<file path="src/hdl/lusd_pkg.sv">
// ---------------------------------------------------------------------------
// lusd_pkg
// Types, constants and decode helpers shared by the UTF-8 decoder modules.
// ---------------------------------------------------------------------------
package lusd_pkg;

    localparam int CP_W = 21;

    localparam logic [CP_W-1:0] QMARK = CP_W'(63);

    // Lead byte classification: bad lead, or number of continuation bytes.
    typedef struct packed {
        logic       bad;
        logic [1:0] need;
    } lead_t;

    // One packet per input item that produces results: count and code points.
    typedef struct packed {
        logic [1:0]                cnt;
        logic [2:0][CP_W-1:0]      cp;
    } packet_t;

    function automatic lead_t classify(input logic [7:0] b);
        lead_t r;
        r.bad  = 1'b0;
        r.need = 2'd0;
        if (b[7] == 1'b0)
        begin
            r.need = 2'd0;
        end
        else if ((b & 8'hE0) == 8'hC0)
        begin
            r.need = 2'd1;
        end
        else if ((b & 8'hF0) == 8'hE0)
        begin
            r.need = 2'd2;
        end
        else if ((b & 8'hF8) == 8'hF0)
        begin
            r.need = 2'd3;
        end
        else
        begin
            r.bad = 1'b1;
        end
        return r;
    endfunction

    // A byte decoded as a lead with nothing after it.
    function automatic logic [CP_W-1:0] single_cp(input logic [7:0] b);
        return b[7] ? QMARK : {13'd0, b};
    endfunction

endpackage

</file>
<file path="src/hdl/lenient_utf8_stream_decoder.sv">
// ---------------------------------------------------------------------------
// lenient_utf8_stream_decoder
// Byte-in, code-point-out UTF-8 decoder without continuation checks.
// ---------------------------------------------------------------------------
// One byte is accepted per cycle while full is low; the front part decodes it
// in that same cycle and posts a packet of up to three code points into a
// QUEUE_DEPTH-entry queue. Results leave one per cycle while pop is high. A
// truncated sequence at string end can release three items from one byte;
// the queue absorbs that burst and full rises only once it is filled. Bytes
// that only extend an unfinished sequence produce nothing. run_last marks
// the final item caused by a byte.
module lenient_utf8_stream_decoder #(
    parameter int QUEUE_DEPTH = 4
) (
    input  logic                      clk,
    input  logic                      rst_n,
    input  logic [7:0]                text_byte,
    input  logic                      string_end,
    input  logic                      push,
    output logic                      full,
    output logic [lusd_pkg::CP_W-1:0] code_point,
    output logic                      run_last,
    output logic                      empty,
    input  logic                      pop
);
    import lusd_pkg::*;

    packet_t q_wr_data;
    packet_t q_rd_data;
    logic    q_push;
    logic    q_pop;
    logic    q_full;
    logic    q_empty;

    lusd_front u_front (
        .clk        (clk),
        .rst_n      (rst_n),
        .text_byte  (text_byte),
        .string_end (string_end),
        .push       (push),
        .full       (full),
        .q_push     (q_push),
        .q_data     (q_wr_data),
        .q_full     (q_full)
    );

    lusd_queue #(
        .DEPTH (QUEUE_DEPTH)
    ) u_queue (
        .clk     (clk),
        .rst_n   (rst_n),
        .wr_en   (q_push),
        .wr_data (q_wr_data),
        .rd_en   (q_pop),
        .rd_data (q_rd_data),
        .full    (q_full),
        .empty   (q_empty)
    );

    lusd_back u_back (
        .clk        (clk),
        .rst_n      (rst_n),
        .head       (q_rd_data),
        .q_empty    (q_empty),
        .q_pop      (q_pop),
        .code_point (code_point),
        .run_last   (run_last),
        .empty      (empty),
        .pop        (pop)
    );

endmodule

</file>
<file path="src/hdl/lusd_front.sv">
// ---------------------------------------------------------------------------
// lusd_front
// Accepts bytes, holds an unfinished sequence and turns each byte into a
// packet of zero to three code points.
// ---------------------------------------------------------------------------
module lusd_front (
    input  logic              clk,
    input  logic              rst_n,
    input  logic [7:0]        text_byte,
    input  logic              string_end,
    input  logic              push,
    output logic              full,
    output logic              q_push,
    output lusd_pkg::packet_t q_data,
    input  logic              q_full
);
    import lusd_pkg::*;

    logic [1:0]      cnt_reg;
    logic [1:0]      cnt_next;
    logic [7:0]      held_reg [3];
    logic [7:0]      held_next [3];
    logic [7:0]      lead;
    logic [7:0]      b1;
    logic [7:0]      b2;
    lead_t           lc;
    lead_t           h1c;
    logic [CP_W-1:0] cp_full;
    packet_t         pkt;
    logic            accept;

    assign full   = q_full;
    assign accept = push && !q_full;

    always_comb
    begin
        lead = (cnt_reg == 2'd0) ? text_byte : held_reg[0];
        lc   = classify(lead);
        b1   = (cnt_reg >= 2'd2) ? held_reg[1] : text_byte;
        b2   = (cnt_reg == 2'd3) ? held_reg[2] : text_byte;
        h1c  = classify(held_reg[1]);

        unique case (lc.need)
            2'd0:    cp_full = {13'd0, lead};
            2'd1:    cp_full = {10'd0, lead[4:0], b1[5:0]};
            2'd2:    cp_full = {5'd0, lead[3:0], b1[5:0], b2[5:0]};
            default: cp_full = {lead[2:0], b1[5:0], b2[5:0], text_byte[5:0]};
        endcase

        pkt       = '0;
        cnt_next  = cnt_reg;
        held_next = held_reg;

        if (lc.bad)
        begin
            pkt.cnt   = 2'd1;
            pkt.cp[0] = QMARK;
            cnt_next  = 2'd0;
        end
        else if (lc.need == cnt_reg)
        begin
            pkt.cnt   = 2'd1;
            pkt.cp[0] = cp_full;
            cnt_next  = 2'd0;
        end
        else if (!string_end)
        begin
            held_next[cnt_reg] = text_byte;
            cnt_next           = cnt_reg + 2'd1;
        end
        else
        begin
            // truncated at string end: lead gives '?', the rest re-decoded as leads
            pkt.cp[0] = QMARK;
            cnt_next  = 2'd0;
            case (cnt_reg)
                2'd0:
                begin
                    pkt.cnt = 2'd1;
                end
                2'd1:
                begin
                    pkt.cnt   = 2'd2;
                    pkt.cp[1] = single_cp(text_byte);
                end
                default:
                begin
                    if (!h1c.bad && h1c.need == 2'd1)
                    begin
                        pkt.cnt   = 2'd2;
                        pkt.cp[1] = {10'd0, held_reg[1][4:0], text_byte[5:0]};
                    end
                    else
                    begin
                        pkt.cnt   = 2'd3;
                        pkt.cp[1] = (!h1c.bad && h1c.need == 2'd0) ?
                                    {13'd0, held_reg[1]} : QMARK;
                        pkt.cp[2] = single_cp(text_byte);
                    end
                end
            endcase
        end
    end

    assign q_push = accept && (pkt.cnt != 2'd0);
    assign q_data = pkt;

    always_ff @(posedge clk or negedge rst_n)
    begin
        if (!rst_n)
        begin
            cnt_reg <= 2'd0;
        end
        else if (accept)
        begin
            cnt_reg <= cnt_next;
        end
    end

    always_ff @(posedge clk)
    begin
        if (accept)
        begin
            held_reg <= held_next;
        end
    end

endmodule

</file>
<file path="src/hdl/lusd_queue.sv">
// ---------------------------------------------------------------------------
// lusd_queue
// Small packet FIFO between the front and back parts.
// ---------------------------------------------------------------------------
module lusd_queue #(
    parameter int DEPTH = 4
) (
    input  logic              clk,
    input  logic              rst_n,
    input  logic              wr_en,
    input  lusd_pkg::packet_t wr_data,
    input  logic              rd_en,
    output lusd_pkg::packet_t rd_data,
    output logic              full,
    output logic              empty
);
    import lusd_pkg::*;

    localparam int PTR_W = (DEPTH > 1) ? $clog2(DEPTH) : 1;
    localparam int CNT_W = $clog2(DEPTH + 1);

    packet_t            mem_reg [DEPTH];
    logic [PTR_W-1:0]   wr_ptr_reg;
    logic [PTR_W-1:0]   wr_ptr_next;
    logic [PTR_W-1:0]   rd_ptr_reg;
    logic [PTR_W-1:0]   rd_ptr_next;
    logic [CNT_W-1:0]   count_reg;
    logic [CNT_W-1:0]   count_next;
    logic               do_wr;
    logic               do_rd;

    assign full    = (count_reg == CNT_W'(DEPTH));
    assign empty   = (count_reg == '0);
    assign do_wr   = wr_en && !full;
    assign do_rd   = rd_en && !empty;
    assign rd_data = mem_reg[rd_ptr_reg];

    always_comb
    begin
        wr_ptr_next = wr_ptr_reg;
        rd_ptr_next = rd_ptr_reg;
        count_next  = count_reg;
        if (do_wr)
        begin
            wr_ptr_next = (wr_ptr_reg == PTR_W'(DEPTH - 1)) ? '0 : wr_ptr_reg + 1'b1;
        end
        if (do_rd)
        begin
            rd_ptr_next = (rd_ptr_reg == PTR_W'(DEPTH - 1)) ? '0 : rd_ptr_reg + 1'b1;
        end
        if (do_wr && !do_rd)
        begin
            count_next = count_reg + 1'b1;
        end
        else if (do_rd && !do_wr)
        begin
            count_next = count_reg - 1'b1;
        end
    end

    always_ff @(posedge clk or negedge rst_n)
    begin
        if (!rst_n)
        begin
            wr_ptr_reg <= '0;
            rd_ptr_reg <= '0;
            count_reg  <= '0;
        end
        else
        begin
            wr_ptr_reg <= wr_ptr_next;
            rd_ptr_reg <= rd_ptr_next;
            count_reg  <= count_next;
        end
    end

    always_ff @(posedge clk)
    begin
        if (do_wr)
        begin
            mem_reg[wr_ptr_reg] <= wr_data;
        end
    end

endmodule

</file>
<file path="src/hdl/lusd_back.sv">
// ---------------------------------------------------------------------------
// lusd_back
// Unpacks the head packet into single code points, one per pop.
// ---------------------------------------------------------------------------
module lusd_back (
    input  logic                      clk,
    input  logic                      rst_n,
    input  lusd_pkg::packet_t         head,
    input  logic                      q_empty,
    output logic                      q_pop,
    output logic [lusd_pkg::CP_W-1:0] code_point,
    output logic                      run_last,
    output logic                      empty,
    input  logic                      pop
);
    import lusd_pkg::*;

    logic [1:0] idx_reg;
    logic [1:0] idx_next;
    logic       take;

    assign empty      = q_empty;
    assign code_point = head.cp[idx_reg];
    assign run_last   = (idx_reg == head.cnt - 2'd1);
    assign take       = pop && !q_empty;
    assign q_pop      = take && run_last;

    always_comb
    begin
        idx_next = idx_reg;
        if (take)
        begin
            idx_next = run_last ? 2'd0 : idx_reg + 2'd1;
        end
    end

    always_ff @(posedge clk or negedge rst_n)
    begin
        if (!rst_n)
        begin
            idx_reg <= 2'd0;
        end
        else
        begin
            idx_reg <= idx_next;
        end
    end

endmodule

</file>
<file path="config.mk">
export PLATFORM = sky130hd
export DESIGN_NAME = lenient_utf8_stream_decoder
export DESIGN_NICKNAME = d
export VERILOG_FILES = /design/src/hdl/lusd_pkg.sv /design/src/hdl/lenient_utf8_stream_decoder.sv /design/src/hdl/lusd_front.sv /design/src/hdl/lusd_queue.sv /design/src/hdl/lusd_back.sv
export SDC_FILE = /design/constraint.sdc
export NUM_CORES = 1
export LEC_CHECK = 0
export BUFFER_PORTS_ARGS = -buffer_cell sky130_fd_sc_hd__buf_4
export CORE_ASPECT_RATIO = 0.9
export CORE_MARGIN = 1
export CORE_UTILIZATION = 65
export DETAILED_ROUTE_END_ITERATION = 8
export PLACE_DENSITY_LB_ADDON = 0.05
export SLEW_MARGIN = 20
export SYNTH_ARGS = -nofsm -noshare
export SYNTH_HDL_FRONTEND = slang
export SYNTH_HIERARCHICAL = 1
export SYNTH_SLANG_ARGS = --single-unit
export TNS_END_PERCENT = 10
</file>
<file path="constraint.sdc">
create_clock -name clk -period 14.3 [get_ports clk]
set_input_delay 2.86 -clock clk [delete_from_list [all_inputs] [get_ports clk]]
set_output_delay 2.86 -clock clk [all_outputs]
set_load 0.01 [all_outputs]
</file>
======== Word level (Yosys, flattened, before mapping) ========
Memory sizes are Yosys's and may differ from the RTL's.
Cells that the tools add are included.
operators by class
  add/subtract/negate cells ............... 7
  $lt $le $gt $ge ......................... 4
  eq/ne operators ......................... 16
  mux-type cells .......................... 50
  bitwise operators ....................... 4
  reductions and logical operators ........ 24
operators by type and width
  cell                 count
  $mux 21              6
  $mux 42              2
  $mux 65              1
  $pmux 21 s3          1
  $bmux 21 s2          1
  $pmux 21 s2          1
  $mux 2               16
  $bwmux 24            1
  $mux 8               3
  $demux 8 s2          1
  $mux 6               2
  $logic_and 1x1->1    11
  $mux 1               11
  $eq 5x5->1 const B   2
  $eq 3x3->1 const B   3
  $add 2x1->2 const B  4
  $eq 2x2->1 const B   4
  $eq 4x4->1 const B   2
  $mux 7               1
  $eq 2x1->1 const B   3
  $logic_not 2->1      3
  $mux 3               2
  $logic_not 1->1      5
  $eq 2x2->1           2
  other kinds (14)     17
word-level totals
  register bits ........................... 35
  bits in writable memories ............... 260
  bits of input ports ..................... 13
  output and inout port bits .............. 24
  logic and storage cells ................. 114
  memories kept ........................... 1
memories
  name             depth  bits a word  rd ports  clocked after Yosys merged registers in  wr ports  line              RTL
  u_queue.mem_reg  4      65           1         0                                        1         lusd_queue.sv:22  packet_t mem_reg [DEPTH];

======== Depth between registers and ports, before layout ========
Gate-level depths: netlist of the first run.
  word-level depth ........................ 20
  depth in mapped cells ................... 15
  gate-level depth less buffers ........... 14

======== Modules after synthesis ========
Netlist of the first run, hierarchy kept.
modules (own cells, without submodules)
  module      times used  cells an instance  area an instance (sq um)  sequential area each (sq um)
  lusd_queue  1           377                9855.7                    7982.7
  lusd_front  1           273                2296.0                    710.7
  lusd_back   1           88                 591.8                     50.0

======== Least setup slack after synthesis of the first run ========
No wires, ideal clock.
  path kind ............................... input-to-reg
  start ................................... in text_byte[3]
  end ..................................... mem u_queue/mem_reg[3][0] (netlist name) (enable)
  library setup time ...................... 0.489 ns
  arrival time ............................ 7.170 ns
  data required time ...................... 13.811 ns
  slack ................................... 6.641 ns
  stages on the path ...................... 8
  buffers on the path ..................... 1
  cell sequence ........................... clkbuf_1 and3b_1 or3_1 a211oi_1 nor2_1 a31oi_1 nand2_1 nor2_1
between the ends
  word-level cells in the longest chain between the ends .. 14
  elaborated cells on any way between the ends .. 18
  those cells by class .................... 2 x eq/ne; 13 x mux; 3 x reduce/logical
ends and longest elaborated chain
  what                              line                               RTL
  start, declared                   lenient_utf8_stream_decoder.sv:17  input logic [7:0] text_byte,
  $mux 8 (*)                        lusd_front.sv:37                   lead = (cnt_reg == 2'd0) ? text_byte : held_reg[0];
  $eq 5x5->1 (*)                    lusd_pkg.sv:39                     else if ((b & 8'hF8) == 8'hF0)
  $mux 2                            lusd_pkg.sv:39
  $mux 2                            lusd_pkg.sv:35                     else if ((b & 8'hF0) == 8'hE0)
  $mux 2                            lusd_pkg.sv:31                     else if ((b & 8'hE0) == 8'hC0)
  $mux 2                            lusd_pkg.sv:27                     if (b[7] == 1'b0)
  $eq 2x2->1                        lusd_front.sv:60                   else if (lc.need == cnt_reg)
  $mux 2                            lusd_front.sv:60
  $mux 2 (*)                        lusd_front.sv:54                   if (lc.bad)
  $reduce_bool 2->1 (*)             lusd_front.sv:105                  assign q_push = accept && (pkt.cnt != 2'd0);
  $logic_and 1x1->1 (*)             lusd_front.sv:105
  named net q_push                  lenient_utf8_stream_decoder.sv:30  logic q_push;
  $logic_and 1x1->1 (*)             lusd_queue.sv:34                   assign do_wr = wr_en && !full;
  $mux 1 (*)                        lusd_queue.sv:79                   if (do_wr)
  $mux 1 (implied by the code) (*)  lusd_queue.sv:81                   mem_reg[wr_ptr_reg] <= wr_data;
  end, declared                     lusd_queue.sv:22
Mark *: on every way through the listed nets, which the timed path passes. The rest lies on a longest branch.

==> metrics.yaml, run 1 <==
cts_sinks: 293
die_w_um: 150
cts_setup_buffers: 0
setup_viol: 0
ys_ff_latch: 293
p_total_w: 0.00287
start_kind: "flop"
status: "completed"
ant_nets: 0
synthMostInstantiatedCell: "edfxtp_1"
fin_cells: 1043
synth_commonest_cells: "edfxtp_1 (282), mux4_2 (65), nand2_1 (42)"
finalCritPeriodShare_pct: 44.2
synthSimpleGateAreaFrac_pct: 5.55
start_util_pct: 66.3
cap_viol_max_count: 0
synth-edff-count: 282
grt_overflow: 0
hpwlAfterDp_um: 15600
cts_made_buffers: 29
fill_cells: 1176
ys_seq_area_share_pct: 68.6
synth_mux_area_share_pct: 15.4
synthFlopType: "edfxtp_1"
min-delay-path-class: "reg -> reg"
die_y_um: 135
cp.required_ps: 11440
syn_avg_cell_area_um2: 17.3
nNetsFinal: 796
clock_latency_ps: 560
num_antenna_cells: 0
vdd_ir_drop_max_uv: 223
slew_viol_final: 0
p_leak_nw: 4.72
hold_depth: 1
synth_top_family_by_area: "multiplexers"
arrival_ps: 3460
rr_worst_depth: 9
syn2layout_area_growth_pct: 10.1
synth_xor_area_share_pct: 0.344
core_mm2: 0.0192
drt-initial-drc-count: 695
antenna_found_initial: 0
cpPeakStageDelay_ps: 880
critPathMaxFanout: 37
vias: 6697
drt_pass1_iterations: 5
worst_hold_slack_ps: 542
rows: 48
synth_area_mm2: 0.0127
fin_crit_ps: 6320
crit_type: "reg -> out"
synthCells: 738
ios: 37
synth_adder_area_share_pct: 1.14
cts-htree-levels: 1
wirelength_um: 25400
synth_top_area_share_pct: 66.5
tightestPinTransition_ps: 1050
ys_types: 58
path_clk_slew_ps: 60
critPathMostFrequentCell: "buf_4"
ctsResizeCount: 0
synthArstFlopShare_pct: 3.75
fin_util_pct: 73.0
cts_root_buf: "clkbuf_16"
yosys-top-cells-area: "edfxtp_1 (66%), mux4_2 (11%), mux2i_1 (2.4%), dfrtp_1 (2.2%), buf_4 (1.9%)"
cp-end-kind: "output pin"
viasPerCell: 6.42
synth.largest_area_cell: "edfxtp_1"
yosys_warnings: 6
clockBufferDepth: 3
cts_tree: "done"
route.detailed.drc: 0
postCtsHoldBufs: 0
largest_reg_flops: 260
path_cells: "buf_4, mux4_2, xnor2_1, or3b_1, nand2_1, buf_4"
die_area_mm2: 0.0202
finalHoldViolCount: 0
grtUsageTotal_pct: 26.1
cellPowerDensity_mw_per_mm2: 204
grt_pass1_wl_um: 38800
grt_max_degree: 68
drive_gt1_share_pct: 23.7
dp.cells: 991
rsz0062_at_grt: "false"
fin_worst_skew_ps: 18.7
fmax_ghz: 0.158
synth_compound_area_share_pct: 4.96
fin_tns_setup_ps: 0
grt_pass1_vias: 6740
port_buffers: 36
place.gp.congestion: 0.914
maxSlewHeadroom_pct: 29.4
cpMaxStageDelayCell: "dfrtp_4"
routedWlPerCell_um: 24.4
==> placed cells by master, fill, tap and decap left out, types with 9 or more instances in the layout <==
cell type,instances
edfxtp_1,282
o211ai_1,9
a21oi_1,20
nand2_1,42
nor2_1,31
mux2i_1,31
mux4_2,65
o21ai_0,32
mux2_2,17
buf_4,46
clkbuf_16,29
conb_1,24
ha_1,10
nor2_2,9
dfrtp_1,9
==> path summary, 6_finish.rpt <==
kind | from | to | slack [ps]
setup / recovery | u_queue/rd_ptr_reg[0] | run_last | 7980
setup reg to reg | u_front/cnt_reg[1] | u_queue/mem_reg[2][51] | 9430
max in group asynchronous | rst_n | u_queue/rd_ptr_reg[0] | 11990
min in group asynchronous | rst_n | u_queue/wr_ptr_reg[1] | 2130
hold / removal | u_queue/count_reg[2] | u_queue/count_reg[2] | 540
hold reg to reg | u_queue/count_reg[2] | u_queue/count_reg[2] | 540
==> area by class of cell <==
class	instances	area [um^2]	share of cell area, %
well taps	250	313	2.23
repair buffers	46	345	2.46
clock inverters	19	255	1.82
clock buffers	33	741	5.28
flip-flops and latches	293	8750	62.4
multi-input cells	394	3600	25.6
inverters	8	30.0	0.214
==> per-stage QoR <==
stage | setup WS, ps | cell area (um^2)
finish | 7980 | 14000
global route | 7700 | 14000
CTS | 7860 | 14000
detailed placement | 8020 | 13000
global placement | 8140 | 13000
floorplan | 6640 | 12800
==> report_power, final <==
| group | internal [W] | switching, W |
|---|---|---|
| registers | 0.00113 | 0.0000713 |
| logic | 0.000390 | 0.000480 |
| clock network | 0.000480 | 0.000313 |
| total | 0.00200 | 0.000864 |
==> layer usage <==
layer,GRT usage (%),part of all wire (%),vias to the layer above
met2,41.2,48,278
met4,5.78,1.8,0
met1,39.4,44,3428
met5,0,0,-
met3,3.75,6.5,33
li1,-,-,2958
==> critical path: cells and delay by family (launching register included) <==
family,cells,cell delay (ps)
muxes,1,640
DFF,1,880
xor gates and xnor gates,1,170
buffers and inverters,2,760
and+or+nand+nor,2,460
==> cells by family after synthesis <==
family / Yosys count
other cells: 1
buf+inv: 74
mux: 113
fa+ha+maj: 11
simple gates: 140
flops: 293
compound gates: 101
xor+xnor: 5
Note: power is estimated with default switching activity, not from simulation.
==> run 2, diff against run 1 <==
ABC_AREA = 1   (was default)
CORE_UTILIZATION = 58   (was 65)
clock period = 5.3 ns   (was 14.3 ns; I/O delays follow)
==> run 2 against run 1 <==
Combinational power rose to 4.0 times the previous value. Critical path depth up 12. Critical endpoint is now u_queue/count_reg[1]. Clock power up 150%. Highest routed layer unchanged. Hold slack worse by 200 ps. Die area up 21%. Power rose to 3.1 times the previous value. Setup slack worse by 6900 ps.
==> metrics.yaml, run 2 <==
arrival_ps: 4690  # +1230 ps
rows: 53  # +10%
synthSimpleGateAreaFrac_pct: 14.1  # +8.5 points
ys_ff_latch: 293  # unchanged
die_w_um: 165  # +10%
drt_pass1_iterations: 7  # +2
cts_setup_buffers: 0  # unchanged
synth_area_mm2: 0.0138  # +8.4%
die_y_um: 148  # +10%
critPathMostFrequentCell: "nand2_1"
port_buffers: 36  # unchanged
grt_pass1_wl_um: 46200  # +19%
fill_cells: 1869  # +59%
antenna_found_initial: 0  # unchanged
tightestPinTransition_ps: 961  # -91.4 ps
multi_input_area_mm2: 0.00380  # +5.6%
start_util_pct: 59.2  # -7.1 points
grtUsageMet1_pct: 35.9  # -3.6 points
grtUsageTotal_pct: 24.9  # -1.2 points
cts_tree: "done"
syn2layout_area_growth_pct: 8.96
hpwlAfterDp_um: 18400  # +18%
grt_max_degree: 133  # +96%
gr-usage-met3_pct: 3.07  # -0.68 points
setup_viol: 0  # unchanged
largest_reg_flops: 260  # unchanged
worst_hold_slack_ps: 345  # -198 ps
vias: 8861  # +32%
synth_mux_area_share_pct: 0  # -15 points
cap_viol_max_count: 0  # unchanged
num_antenna_cells: 0  # unchanged
wirelength_um: 29600  # +17%
min-delay-path-class: "in -> async"
busiest_layer: "met2"
fin_worst_skew_ps: 15.4  # -3.29 ps
maxSlewHeadroom_pct: 36.0  # +6.6 points
cts_made_buffers: 30  # +3.4%
cts_root_buf: "clkbuf_16"
drt-initial-drc-count: 875  # +26%
ios: 37  # unchanged
drive_gt1_share_pct: 10.8  # -13 points
place.gp.congestion: 0.878  # -3.9%
fin_crit_ps: 4250
cp.required_ps: 5740  # -5700 ps
cpPeakStageDelay_ps: 510  # -370 ps
synth_compound_area_share_pct: 11.4  # +6.5 points
path_cells: "inv_1, ha_1, inv_2, nand2_1, nand2_1, nor2_8, nand2_1, nand3b_2, nand4_1, nand2_1, inv_1, nand2_1, inv_1, ha_1, inv_1, fa_1, nand2_1, o21ai_0"
nNetsFinal: 1322  # +66%
seq_area_mm2: 0.00875  # unchanged
routedWlPerCell_um: 18.2  # -25%
route.detailed.drc: 0  # unchanged
layout_common_cells: "nand2_1 (286), edfxtp_1 (282), inv_1 (190), o211ai_1 (117), nor2_1 (77)"
fin_util_pct: 64.5  # -8.5 points
slew_viol_final: 0  # unchanged
syn_avg_cell_area_um2: 10.8  # -38%
core_mm2: 0.0233  # +21%
clockBufferDepth: 3  # unchanged
cts-htree-levels: 1  # unchanged
cellPowerDensity_mw_per_mm2: 585  # +190%
cp-end-kind: "flop"
yosys-top-cells-area: "edfxtp_1 (61%), nand2_1 (7.8%), o211ai_1 (6.4%), inv_1 (5.2%), nand3_1 (2.3%)"
cts_sinks: 293  # unchanged
clock_latency_ps: 560  # about the same
synthArstFlopShare_pct: 3.75  # unchanged
synth_top_family_by_area: "simple AND/OR/NAND/NOR gates"
viasPerCell: 5.46  # -15%
ant_nets: 0  # unchanged
synth_commonest_cells: "nand2_1 (286), edfxtp_1 (282), inv_1 (190)"
crit_type: "reg -> reg"
start_kind: "flop"
synth.largest_area_cell: "edfxtp_1"
status: "completed"
ys_seq_area_share_pct: 63.3  # -5.3 points
mostFrequentLayoutCell: "nand2_1"
die_area_mm2: 0.0244  # +21%
synth_adder_area_share_pct: 1.05  # -0.088 points
critPathMaxFanout: 19  # -49%
synth_top_area_share_pct: 61.3  # -5.1 points
p_leak_nw: 5.97  # +26%
grt_use_met2_pct: 40.1  # -1.1 points
grt_overflow: 0  # unchanged
ys_types: 34  # -41%
synthMostInstantiatedCell: "nand2_1"
fmax_ghz: 0.236
finalHoldViolCount: 0  # unchanged
yosys_warnings: 6  # unchanged
synth-edff-count: 282  # unchanged
synthCells: 1284  # +74%
vdd_ir_drop_max_uv: 308  # +38%
cpMaxStageDelayCell: "ha_1"
synth_xor_area_share_pct: 0.0634  # -0.28 points
finalCritPeriodShare_pct: 80.1
synthFlopType: "edfxtp_1"
path_clk_slew_ps: 60  # about the same
postCtsHoldBufs: 0  # unchanged
ctsResizeCount: 0  # unchanged
rsz0062_at_grt: "false"
grt_pass1_vias: 8345  # +24%
[run 2: power breakdown]
part / internal, W / switching (W) / total, W / leakage, nW
logic: 0.00108 / 0.00237 / 0.00345 / 2.77
clock network: 0.00113 / 0.000847 / 0.00198 / 0.464
registers: 0.00320 / 0.000184 / 0.00338 / 2.74
total: 0.00541 / 0.00340 / 0.00881 / 5.97
[run 2: layout make-up]
class | instances | area share, %
flip-flops and latches | 293 | 58.1
multi-input cells | 727 | 25.2
clock buffers | 32 | 5.04
inverters | 196 | 4.89
repair buffers | 50 | 2.99
well taps | 302 | 2.51
clock inverters | 24 | 1.20
[run 2: routing by layer]
layer / wire (um) / vias to the layer above
li1: - / 4381
met1: 13600 / 4191
met2: 13800 / 246
met3: 1440 / 43
met4: 731 / 0
met5: 0 / -
[run 2: kinds of logic (layout without fill, tap and decap cells)]
group / Yosys count / after routing
flip-flops: 293 / 293
AND/OR/NAND/NOR: 461 / 461
adder cells (fa/ha/maj): 11 / 11
other: 1 / 24
XOR/XNOR: 1 / 1
buffers and inverters: 287 / 302
AO/OA/AOI/OAI: 230 / 230
[run 2: through the flow]
| stage | power (W) | TNS [ps] | std cells | worst slack, ps | area (um^2) |
|---|---|---|---|---|---|
| final | 0.00881 | 0 | 1624 | 1050 | 15000 |
| after global routing | 0.00936 | 0 | 1624 | 637 | 15000 |
| after CTS | 0.00887 | 0 | 1624 | 1060 | 15000 |
| after detailed placement | 0.00689 | 0 | 1568 | 1060 | 14100 |
| after global placement | 0.00685 | 0 | 1568 | 1120 | 14100 |
| after floorplan | 0.00591 | -69840 | 1307 | -269 | 13900 |
[run 2: worst paths after layout]
check                                          start                     to  slack (ps)  cells past startpoint
worst max-delay path              u_front/cnt_reg[1]   u_queue/count_reg[1]        1050                     18
worst min register to register  u_queue/count_reg[2]   u_queue/count_reg[2]         510                      2
worst min-delay path                           rst_n     u_front/cnt_reg[0]         340                      1
max in group asynchronous                      rst_n  u_queue/rd_ptr_reg[0]        4760                      1
min in group clk                u_queue/count_reg[2]   u_queue/count_reg[2]         510                      2
worst max register to register    u_front/cnt_reg[1]   u_queue/count_reg[1]        1050                     18
[run 2: critical path, delay by kind of cell (launching register included)]
| family | cells | cell delay, ps |
|---|---|---|
| flip-flops | 1 | 420 |
| AO/OA/AOI/OAI | 1 | 60 |
| AND/OR/NAND/NOR | 9 | 1930 |
| adder cells (fa/ha/maj) | 3 | 1140 |
| buffers and inverters | 5 | 580 |
==> run 3, diff against run 2 <==
clock period = 3.57 ns   (was 5.3 ns; I/O delays follow)
==> run 3 against run 2 <==
Sequential cell count is the same. Highest routed layer unchanged. Cell area is 1.2% higher. Critical endpoint is now code_point[19]. First-iteration DRC count down 14%. Global-route usage is 0.61 points higher. Critical path type is now reg -> out.
==> metrics.yaml, run 3 (synthesis results as in run 2) <==
cts_sinks: 293  # unchanged
hold_depth: 1
nNetsFinal: 1340  # +1.4%
dp.cells: 1586  # +1.1%
setup_viol: 0  # unchanged
cts_root_buf: "clkbuf_16"
largest_reg_flops: 260  # unchanged
place.gp.congestion: 0.917  # +4.4%
grt_pass1_vias: 8561  # +2.6%
cts-htree-levels: 1  # unchanged
fin_crit_ps: 3270
viasPerCell: 5.58  # +2.3%
status: "completed"
syn2layout_area_growth_pct: 10.2
core_mm2: 0.0233  # unchanged
clockBufferDepth: 3  # unchanged
path_cells: "buf_12, buf_4, nand2_1, o211ai_1, nand2_1, o21ai_0, o21ai_1, buf_4"
clock_latency_ps: 550  # about the same
die_w_um: 165  # unchanged
fin_worst_skew_ps: 17.8  # +2.37 ps
p_total_w: 0.0134  # +52%
fin_util_pct: 65.2  # +0.75 points
fin_cells: 1641  # +1.0%
start_kind: "flop"
met2_wirelength_um: 14100  # +2.2%
layout_common_cells: "nand2_1 (286), edfxtp_1 (282), inv_1 (190), o211ai_1 (117), nor2_1 (77)"
fill_cells: 1843  # -1.4%
route.detailed.drc: 0  # unchanged
cap_viol_max_count: 0  # unchanged
rr_worst_depth: 21  # +3
cpMaxStageDelayCell: "dfrtp_4"
finalCritPeriodShare_pct: 91.5
ctsResizeCount: 0  # unchanged
tightestPinTransition_ps: 633  # -328 ps
multi_input_area_mm2: 0.00380  # unchanged
grtUsageTotal_pct: 25.5  # +0.61 points
die_y_um: 148  # unchanged
min-delay-path-class: "in -> reg"
critPathMaxFanout: 67  # +48
routedWlPerCell_um: 18.5  # +1.5%
port_buffers: 36  # unchanged
cp-end-kind: "output pin"
hpwlAfterDp_um: 19600  # +6.1%
fmax_ghz: 0.306
fin_area_mm2: 0.0152  # +1.2%
finalHoldViolCount: 0  # unchanged
rows: 53  # unchanged
cts_tree: "done"
drt_pass1_iterations: 5  # -2
p_leak_nw: 6.08  # +1.8%
grt_max_degree: 68  # -49%
wl_met3_um: 1710  # +19%
crit_type: "reg -> out"
cts_made_buffers: 29  # -3.3%
path_clk_slew_ps: 60  # about the same
vias: 9157  # +3.3%
slew_viol_final: 0  # unchanged
rsz0062_at_grt: "false"
start_util_pct: 59.2  # unchanged
ant_nets: 0  # unchanged
num_antenna_cells: 0  # unchanged
vdd_ir_drop_max_uv: 598  # +94%
drive_gt1_share_pct: 11.7  # +0.91 points
drt-initial-drc-count: 755  # -14%
antenna_found_initial: 0  # unchanged
placed_area_mm2: 0.0143  # +1.1%
seq_area_mm2: 0.00875  # unchanged
grt_overflow: 0  # unchanged
grt_pass1_wl_um: 46800  # +1.4%
maxSlewHeadroom_pct: 57.5  # +22 points
ios: 37  # unchanged
cp.required_ps: 2860  # -2880 ps
arrival_ps: 2550  # -2140 ps
met1Wirelength_um: 13600  # about the same
cellPowerDensity_mw_per_mm2: 882  # +51%
maxUsedRoutingLayer: "met4"
mostFrequentLayoutCell: "nand2_1"
cpPeakStageDelay_ps: 730  # +220 ps
wirelength_um: 30400  # +2.5%
die_area_mm2: 0.0244  # unchanged
## run 3: changes by cell type in the layout (fill, tap and decap cells not counted), sizes merged
cell / change
clkinv: -5
clkinvlp: -2
bufinv: +2
clkbuf: +3
dlygate4sd3: +1
buf: +18
## run 3: metal layers
| layer | GRT usage (%) | vias up |
|---|---|---|
| li1 | - | 4404 |
| met1 | 37.0 | 4405 |
| met2 | 40.5 | 288 |
| met3 | 3.23 | 60 |
| met4 | 7.94 | 0 |
| met5 | 0 | - |
## run 3: where the power goes
group	switching [W]	total, W	leakage, nW	internal, W
Sequential	0.000267	0.00501	2.74	0.00475
Clock	0.00124	0.00301	0.466	0.00178
Combinational	0.00367	0.00540	2.87	0.00174
Total	0.00517	0.0134	6.08	0.00826
## run 3: final cells by class
type	instances	area share (%)
inverter	196	4.83
clock inverter	19	1.28
timing repair buffer	69	4.08
sequential	293	57.5
multi-input combinational	727	25.0
tap	302	2.48
clock buffer	35	4.91
## run 3: stage by stage
| stage | setup slack (ps) | hold slack, ps | setup TNS [ps] |
|---|---|---|---|
| after global routing | 84.2 | 362 | 0 |
| final | 302 | 366 | 0 |
| after CTS | 238 | 347 | 0 |
| after floorplan | -644 | 418 | -167400 |
| after detailed placement | 404 | 505 | 0 |
| after global placement | 455 | 494 | 0 |
## run 3: critical path: cells and delay by family (launching register included)
| kind | cells | cell delay [ps] |
|---|---|---|
| compound gates | 3 | 330 |
| buf+inv | 3 | 740 |
| simple gates | 2 | 130 |
| flops | 1 | 730 |
## run 3: final timing paths
| kind | from | end | slack [ps] |
|---|---|---|---|
| setup / recovery | u_queue/rd_ptr_reg[0] | code_point[19] | 300 |
| hold / removal | text_byte[6] | u_front/held_reg[14] | 370 |
| setup reg to reg | u_front/cnt_reg[1] | u_queue/count_reg[2] | 390 |
| hold reg to reg | u_queue/count_reg[2] | u_queue/count_reg[2] | 520 |
| max in group asynchronous | rst_n | u_queue/rd_ptr_reg[1] | 2820 |
| min in group asynchronous | rst_n | u_back/idx_reg[0] | 550 |
## run 3: repair_timing
action                    in CTS  in global routing
hold endpoints to repair       5                  0
hold buffers                   1                  0
setup buffers                  0                  0
